--- config.mk ---
export PLATFORM = sky130hd
export DESIGN_NAME = tcp_session_state_tracker
export DESIGN_NICKNAME = d
export VERILOG_FILES = /design/src/rtl/tss_pkg.sv /design/src/rtl/tss_front.sv /design/src/rtl/tss_queue.sv /design/src/rtl/tss_back.sv /design/src/rtl/tcp_session_state_tracker.sv
export SDC_FILE = /design/constraint.sdc
export NUM_CORES = 1
export LEC_CHECK = 0
export ABC_CLOCK_PERIOD_IN_PS = 17600
export BUFFER_PORTS_ARGS = -buffer_cell sky130_fd_sc_hd__buf_2
export CORE_MARGIN = 2
export CORE_UTILIZATION = 30
export CTS_BUF_LIST = sky130_fd_sc_hd__clkbuf_4 sky130_fd_sc_hd__clkbuf_8
export DETAILED_ROUTE_END_ITERATION = 16
export SLEW_MARGIN = 20
export SYNTH_ARGS = -nofsm -noshare
export SYNTH_HDL_FRONTEND = slang
export SYNTH_SLANG_ARGS = --single-unit
--- constraint.sdc ---
create_clock -name clk -period 17.6 [get_ports clk]
set_input_delay 2.64 -clock clk [delete_from_list [all_inputs] [get_ports clk]]
set_output_delay 2.64 -clock clk [all_outputs]
set_load 0.02 [all_outputs]
--- src/rtl/tss_pkg.sv ---
// Shared types and codes for the TCP session state tracker.
package tss_pkg;

  // Session state codes as seen on the result beat.
  localparam logic [2:0] CODE_INIT        = 3'd0;
  localparam logic [2:0] CODE_HANDSHAKE   = 3'd1;
  localparam logic [2:0] CODE_CLIENT_SEND = 3'd2;
  localparam logic [2:0] CODE_SERVER_SEND = 3'd3;
  localparam logic [2:0] CODE_CLIENT_FIN  = 3'd4;
  localparam logic [2:0] CODE_SERVER_FIN  = 3'd5;
  localparam logic [2:0] CODE_CLOSED      = 3'd6;

  // Packet direction.
  localparam logic DIR_TO_SERVER = 1'b0;
  localparam logic DIR_TO_CLIENT = 1'b1;

  typedef struct packed {
    logic        syn_flag;
    logic        ack_flag;
    logic        rst_flag;
    logic        fin_flag;
    logic        direction;
    logic [31:0] seq_number;
    logic [15:0] payload_length;
  } tss_in_t;

  typedef struct packed {
    logic [2:0]  session_state_out;
    logic        first_payload_event;
    logic        direction_reversed_event;
    logic        payload_event;
    logic        fin_event;
    logic        rst_event;
    logic [31:0] write_offset;
    logic [31:0] window_length;
  } tss_out_t;

  // Classified packet, as queued between front and back.
  // sum holds seq+len for payload packets and seq+1 for SYN packets.
  typedef struct packed {
    logic        syn;
    logic        syn_ack;
    logic        pay;
    logic        rst;
    logic        fin;
    logic        dir;
    logic [31:0] seq;
    logic [32:0] sum;
  } tss_op_t;

endpackage

--- src/rtl/tss_front.sv ---
// Front end: accepts header beats and classifies them into queued operations.
module tss_front (
  input  logic             in_valid,
  output logic             in_stall,
  input  tss_pkg::tss_in_t in_beat,
  input  logic             q_full,
  output logic             q_push,
  output tss_pkg::tss_op_t q_op
);
  import tss_pkg::*;

  logic [15:0] addend;

  assign in_stall = q_full;
  assign q_push   = in_valid && !q_full;

  // SYN overrides everything else; SYN reuses the adder for seq+1.
  assign addend = in_beat.syn_flag ? 16'd1 : in_beat.payload_length;

  always_comb begin
    q_op.syn     = in_beat.syn_flag;
    q_op.syn_ack = in_beat.syn_flag && in_beat.ack_flag;
    q_op.pay     = !in_beat.syn_flag && (in_beat.payload_length != 16'd0);
    q_op.rst     = !in_beat.syn_flag && in_beat.rst_flag;
    q_op.fin     = !in_beat.syn_flag && !in_beat.rst_flag && in_beat.fin_flag;
    q_op.dir     = in_beat.direction;
    q_op.seq     = in_beat.seq_number;
    q_op.sum     = {1'b0, in_beat.seq_number} + {17'd0, addend};
  end

endmodule

--- src/rtl/tss_queue.sv ---
// Small FIFO of classified operations between front and back.
module tss_queue #(
  parameter int DEPTH = 4
) (
  input  logic             clk,
  input  logic             rst_n,
  input  logic             push,
  input  tss_pkg::tss_op_t push_op,
  input  logic             pop,
  output logic             full,
  output logic             not_empty,
  output tss_pkg::tss_op_t head_op
);
  import tss_pkg::*;

  localparam int PTR_W = (DEPTH > 1) ? $clog2(DEPTH) : 1;
  localparam int CNT_W = $clog2(DEPTH + 1);

  tss_op_t            slot_r [DEPTH];
  logic [PTR_W-1:0]   wr_ptr_r, wr_ptr_nxt;
  logic [PTR_W-1:0]   rd_ptr_r, rd_ptr_nxt;
  logic [CNT_W-1:0]   count_r, count_nxt;

  assign full      = (count_r == CNT_W'(DEPTH));
  assign not_empty = (count_r != '0);
  assign head_op   = slot_r[rd_ptr_r];

  always_comb begin
    wr_ptr_nxt = wr_ptr_r;
    rd_ptr_nxt = rd_ptr_r;
    count_nxt  = count_r;
    if (push) begin
      wr_ptr_nxt = (wr_ptr_r == PTR_W'(DEPTH - 1)) ? '0 : wr_ptr_r + 1'b1;
    end
    if (pop) begin
      rd_ptr_nxt = (rd_ptr_r == PTR_W'(DEPTH - 1)) ? '0 : rd_ptr_r + 1'b1;
    end
    if (push && !pop) begin
      count_nxt = count_r + 1'b1;
    end else if (pop && !push) begin
      count_nxt = count_r - 1'b1;
    end
  end

  always_ff @(posedge clk) begin
    if (!rst_n) begin
      wr_ptr_r <= '0;
      rd_ptr_r <= '0;
      count_r  <= '0;
    end else begin
      wr_ptr_r <= wr_ptr_nxt;
      rd_ptr_r <= rd_ptr_nxt;
      count_r  <= count_nxt;
    end
  end

  always_ff @(posedge clk) begin
    if (push) begin
      slot_r[wr_ptr_r] <= push_op;
    end
  end

endmodule

--- src/rtl/tss_back.sv ---
// Back end: session state, per-direction windows and the result register.
module tss_back (
  input  logic              clk,
  input  logic              rst_n,
  input  logic              q_not_empty,
  input  tss_pkg::tss_op_t  q_op,
  output logic              q_pop,
  output logic              out_valid,
  input  logic              out_stall,
  output tss_pkg::tss_out_t out_beat
);
  import tss_pkg::*;

  typedef enum logic [5:0] {
    ST_HANDSHAKE   = 6'b000001,
    ST_CLIENT_SEND = 6'b000010,
    ST_SERVER_SEND = 6'b000100,
    ST_CLIENT_FIN  = 6'b001000,
    ST_SERVER_FIN  = 6'b010000,
    ST_CLOSED      = 6'b100000
  } sess_state_t;

  sess_state_t state_r, state_nxt, state_mid;
  logic [31:0] start_r [2];
  logic [31:0] end_r   [2];
  logic        out_valid_r;
  tss_out_t    out_beat_r, out_beat_nxt;

  logic [31:0] start_cur, end_cur, start_new, end_new;
  logic        first_ev, rev_ev;
  logic [2:0]  state_code;

  // Take a new op whenever the result register is free or draining.
  assign q_pop = q_not_empty && (!out_valid_r || !out_stall);

  assign start_cur = start_r[q_op.dir];
  assign end_cur   = end_r[q_op.dir];

  always_comb begin
    if (q_op.syn) begin
      start_new = (q_op.syn_ack && (q_op.dir == DIR_TO_CLIENT)) ? q_op.sum[31:0] : start_cur;
      end_new   = end_cur;
    end else if (q_op.pay) begin
      start_new = (start_cur == 32'd0) ? q_op.seq : start_cur;
      end_new   = (q_op.sum > {1'b0, end_cur}) ? q_op.sum[31:0] : end_cur;
    end else begin
      start_new = start_cur;
      end_new   = end_cur;
    end
  end

  // Payload transition first, then SYN, RST or FIN on top of it.
  always_comb begin
    first_ev  = 1'b0;
    rev_ev    = 1'b0;
    state_mid = state_r;
    if (q_op.pay) begin
      unique case (state_r)
        ST_HANDSHAKE: begin
          first_ev  = 1'b1;
          state_mid = (q_op.dir == DIR_TO_SERVER) ? ST_CLIENT_SEND : ST_SERVER_SEND;
        end
        ST_CLIENT_SEND: begin
          if (q_op.dir != DIR_TO_SERVER) begin
            rev_ev    = 1'b1;
            state_mid = ST_SERVER_SEND;
          end
        end
        ST_SERVER_SEND: begin
          if (q_op.dir == DIR_TO_SERVER) begin
            rev_ev    = 1'b1;
            state_mid = ST_CLIENT_SEND;
          end
        end
        ST_SERVER_FIN: begin
          if (q_op.dir != DIR_TO_SERVER) state_mid = ST_CLOSED;
        end
        ST_CLIENT_FIN: begin
          if (q_op.dir == DIR_TO_SERVER) state_mid = ST_CLOSED;
        end
        default: state_mid = state_r;
      endcase
    end

    state_nxt = state_mid;
    if (q_op.syn) begin
      state_nxt = ST_HANDSHAKE;
    end else if (q_op.rst) begin
      state_nxt = ST_CLOSED;
    end else if (q_op.fin) begin
      unique case (state_mid) inside
        ST_HANDSHAKE, ST_CLIENT_SEND, ST_SERVER_SEND: begin
          state_nxt = (q_op.dir == DIR_TO_CLIENT) ? ST_SERVER_FIN : ST_CLIENT_FIN;
        end
        ST_SERVER_FIN: begin
          if (q_op.dir != DIR_TO_CLIENT) state_nxt = ST_CLOSED;
        end
        ST_CLIENT_FIN: begin
          if (q_op.dir == DIR_TO_CLIENT) state_nxt = ST_CLOSED;
        end
        default: state_nxt = state_mid;
      endcase
    end
  end

  always_comb begin
    unique case (state_nxt)
      ST_HANDSHAKE:   state_code = CODE_HANDSHAKE;
      ST_CLIENT_SEND: state_code = CODE_CLIENT_SEND;
      ST_SERVER_SEND: state_code = CODE_SERVER_SEND;
      ST_CLIENT_FIN:  state_code = CODE_CLIENT_FIN;
      ST_SERVER_FIN:  state_code = CODE_SERVER_FIN;
      ST_CLOSED:      state_code = CODE_CLOSED;
      default:        state_code = CODE_INIT;
    endcase
  end

  always_comb begin
    out_beat_nxt.session_state_out        = state_code;
    out_beat_nxt.first_payload_event      = first_ev;
    out_beat_nxt.direction_reversed_event = rev_ev;
    out_beat_nxt.payload_event            = q_op.pay;
    out_beat_nxt.fin_event                = q_op.fin;
    out_beat_nxt.rst_event                = q_op.rst;
    out_beat_nxt.write_offset             = q_op.pay ? (q_op.seq - start_new) : 32'd0;
    out_beat_nxt.window_length            = end_new - start_new;
  end

  always_ff @(posedge clk) begin
    if (!rst_n) begin
      state_r     <= ST_HANDSHAKE;
      start_r[0]  <= '0;
      start_r[1]  <= '0;
      end_r[0]    <= '0;
      end_r[1]    <= '0;
      out_valid_r <= 1'b0;
    end else begin
      if (q_pop) begin
        state_r     <= state_nxt;
        out_valid_r <= 1'b1;
        if (q_op.syn) begin
          if (q_op.syn_ack) start_r[DIR_TO_CLIENT] <= q_op.sum[31:0];
        end else begin
          start_r[q_op.dir] <= start_new;
          end_r[q_op.dir]   <= end_new;
        end
      end else if (!out_stall) begin
        out_valid_r <= 1'b0;
      end
    end
  end

  always_ff @(posedge clk) begin
    if (q_pop) begin
      out_beat_r <= out_beat_nxt;
    end
  end

  assign out_valid = out_valid_r;
  assign out_beat  = out_beat_r;

endmodule

--- src/rtl/tcp_session_state_tracker.sv ---
// Top level of the TCP session state tracker: front, queue and back.
//
// Takes one TCP header beat per cycle while in_stall is low (flags,
// direction, sequence number, payload length) and returns exactly one result
// beat for it, in order: the session state after the packet, the
// first-payload, direction-reversal, payload, FIN and RST events, the
// payload's offset into its direction's reassembly window and that window's
// length. Sustained rate is one beat per clock while out_stall is low; the
// limit is the back end's loop that reads and writes the session state and
// the window start/end of the packet's direction. The front classifies
// combinationally and writes the queue at the accepting edge; the back then
// pops the entry, updates state and loads the result register, which drives
// out_valid. The queue of QUEUE_DEPTH entries lets the input keep flowing
// while the result side is stalled; in_stall rises only once the queue is
// full. After reset the session is in the handshake state and both windows
// are zero; a window start of zero means not yet set.
module tcp_session_state_tracker #(
  parameter int QUEUE_DEPTH = 4
) (
  input  logic              clk,
  input  logic              rst_n,
  input  logic              in_valid,
  output logic              in_stall,
  input  tss_pkg::tss_in_t  in_beat,
  output logic              out_valid,
  input  logic              out_stall,
  output tss_pkg::tss_out_t out_beat
);
  import tss_pkg::*;

  tss_op_t push_op, head_op;
  logic    q_push, q_pop, q_full, q_not_empty;

  // Classify the header and push it while the queue has room.
  tss_front u_front (
    .in_valid (in_valid),
    .in_stall (in_stall),
    .in_beat  (in_beat),
    .q_full   (q_full),
    .q_push   (q_push),
    .q_op     (push_op)
  );

  // Decouple acceptance from result backpressure.
  tss_queue #(
    .DEPTH (QUEUE_DEPTH)
  ) u_queue (
    .clk       (clk),
    .rst_n     (rst_n),
    .push      (q_push),
    .push_op   (push_op),
    .pop       (q_pop),
    .full      (q_full),
    .not_empty (q_not_empty),
    .head_op   (head_op)
  );

  // Advance the session and windows, and hold the result until taken.
  tss_back u_back (
    .clk         (clk),
    .rst_n       (rst_n),
    .q_not_empty (q_not_empty),
    .q_op        (head_op),
    .q_pop       (q_pop),
    .out_valid   (out_valid),
    .out_stall   (out_stall),
    .out_beat    (out_beat)
  );

endmodule

==> impl_metrics.yaml <==
cts:
  post_cts_buffers: 0
  clockBufferDepth: 3
  cts-htree-levels: 3
  ctsRootBufferMaster: "clkbuf_8"
  ctsResizeCount: 0
  cts.sinks: 500
  path_clk_slew_ns: 0.06
  cts_buffers: 85
  clk-insertion-delay-late_ns: 0.71
  hold_buffers: 0
  cts_tree: "done"
drt:
  ant_nets: 0
  via_per_inst: 5.13
  drc_errors: 0
  firstDrtPassIters: 7
  wl_per_cell_um: 21.1
  finalWirelength_um: 71400
  drtIter0Drc: 1523
  vias: 17400
grt:
  grt.overflow.total: 0
  grt_max_degree: 68
  grt_use_met1_pct: 21.3
  grt_util_met3_pct: 3.55
  grt_pass1_vias: 17500
  track_usage_pct: 15.9
  use_met2_pct: 25.4
  grt_pass1_wl_um: 107000
  busiest_layer: "met2"
  antenna_found_initial: 17
yosys:
  ys_types: 79
  ys_warn_count: 0
  syn_area_per_cell_um2: 12.7
  synth_area_leader_cell: "edfxtp_1"
  netlist_instances: 2019
  synth-seq-cells: 500
  ys.flop_type: "edfxtp_1"
  synth-edff-count: 484
  syn_nets: 2196
  synthArstFlopShare_pct: 0
  synthesis.area_mm2: 0.0257
  synth.top_cell.area_share_pct: 56.5
  synth_area_leaders: "edfxtp_1, mux4_2, ha_1, mux2i_1, nor2_1"
  seq_area_frac_synth_pct: 57.7
job:
  cap_violations: 0
critical_path:
  cp.arrival_ns: 9.07
  end_kind: "flip-flop"
  path_max_fanout: 50
  path_class: "flip-flop to flip-flop"
  r2r_slack_ns: 8.97
  startpoint_type: "flip-flop"
  worstPathRequired_ns: 18.04
  worstReg2RegEnd: "u_back.out_beat[63]"
  worst-r2r-cell-count: 21
timing:
  relSlewSlack_pct: 30.2
  setup_viol: 0
  min_period_over_period_pct: 49.0
  slew_violations: 0
  min_period_ns: 8.63
  finalSetupTns_ns: 0
  fin_skew_ns: 0.0286
  worstMarginPinSlew_ns: 1.04
  rsz0062_at_grt: "false"
  hold_violations: 0
  clock.fmax_ghz: 0.116
floorplan:
  die_area_mm2: 0.0881
  initial_utilization_pct: 30.2
  core_area_mm2: 0.0851
  core.rowCount: 107
  die_h_um: 297
  die_w_um: 297
  ios: 131
final_layout:
  drive_above_1_share_pct: 17.6
  n_fill_cell: 8382
  final_common_cell: "edfxtp_1"
  syn_to_final_growth_pct: 14.4
  final_cell_mix: "edfxtp_1, nor2_1, buf_2"
  nNetsFinal: 2350
worst_hold_path:
  min_path_cells: 2
  hold_end: "u_back.out_valid"
  hp-start: "u_back.out_valid"
  worstHoldPathType: "flip-flop to flip-flop"
placed_design:
  hpwlAfterDp_um: 49900
  port-buffer-count: 130
  place_congestion: 0.875
outcome:
  status: "complete, no violations"
## metal layers
| layer | wire length (um) | share of wire, % |
|---|---|---|
| met1 | 30900 | 43 |
| met2 | 33100 | 46 |
| met3 | 5690 | 8.0 |
| met4 | 1640 | 2.3 |
| met5 | 107 | 0.15 |
## Yosys cell counts (11+ instances only)
master	number
or3_1	11
xnor2_1	54
mux2i_1	89
a21boi_0	14
nand3_1	14
nor2b_1	36
a21o_1	64
nand4_1	18
o211ai_1	12
edfxtp_1	484
a211oi_1	39
mux4_2	69
inv_1	89
nor4_1	16
nand2_1	127
and2_1	15
nor3_1	25
and3_1	15
xor2_1	32
buf_1	17
o21ai_0	82
nor2_1	228
o21a_1	21
a21oi_1	121
o21bai_1	18
ha_1	116
dfxtp_1	16
clkbuf_1	55
## kinds of logic (layout without fill, tap and decap cells)
kind of cell	Yosys count	in the layout	share of synthesized area (%)
and+or+nand+nor	540	540	9.71
adders and majority gates	120	120	5.95
buffers and inverters	176	395	2.69
other	0	6	0
xor gates and xnor gates	86	86	2.93
DFF	500	500	57.7
muxes	163	163	9.76
AOI/OAI and AO/OA	434	434	11.2
## cell type report
type	count	area, um^2	share of cell area [%]
multi-input cells	1343	10200	34.8
flip-flops and latches	500	14900	50.5
clock buffers	103	1310	4.43
well taps	1144	1430	4.86
repair buffers	152	816	2.77
diodes	6	15.0	0.0510
clock inverters	49	440	1.50
inverters	91	343	1.16
## stage by stage
step	std cells	util [%]	setup slack, ns	cell area [um^2]	hold slack [ns]
after floorplan	2019	-	10.81	25700	0.467
after global placement	3230	32.5	8.95	27700	0.462
after detailed placement	3230	32.5	8.91	27700	0.476
after CTS	3382	34.6	8.93	29400	0.485
after global routing	3387	34.6	8.47	29400	0.532
final	3388	34.6	8.97	29400	0.482
## critical path, cell delays in order, from the launching register on
cell and delay, ns:
dfxtp_4 0.33, buf_4 0.57, mux4_4 0.90, buf_4 0.71, mux2i_1 0.48, nand4_1 0.18
or4_1 0.55, nor2_2 0.41, buf_4 0.46, a21oi_1 0.19, a21o_1 0.26, ha_1 0.36
a21oi_1 0.15, nor2_1 0.07, nor4bb_1 0.62, o31ai_1 0.27, a21oi_1 0.34, o211ai_1 0.16
a2111oi_0 0.78, o31ai_1 0.19, xnor2_1 0.22, nor2_1 0.06
## how the worst max path moves through the flow
| stage | startpoint | end | slack, ns |
|---|---|---|---|
| 2_1_floorplan | flip-flop | u_back.out_beat[31] | 10.81 |
| 3_3_place_gp | flip-flop | u_back.out_beat[63] | 8.95 |
| 3_5_place_dp | flip-flop | u_back.out_beat[63] | 8.91 |
| 5_1_grt | flip-flop | u_back.out_beat[63] | 8.47 |
| 4_1_cts | flip-flop | u_back.out_beat[63] | 8.93 |
| 6_report | flip-flop | u_back.out_beat[63] | 8.97 |
## sequential cells by signal, summed over array words and instances, names as in the netlist, named ones only
| signal | flops |
|---|---|
| u_back.end_r | 64 |
| u_back.out_beat | 72 |
| u_back.out_valid | 1 |
| u_back.start_r | 64 |
| u_back.state_r | 6 |
| u_queue.count_r | 3 |
| u_queue.rd_ptr_r | 2 |
| u_queue.slot_r | 284 |
| u_queue.wr_ptr_r | 2 |
Power is not shown: default switching activity piles up to over one toggle a cycle in this logic, so the estimate is an artifact.
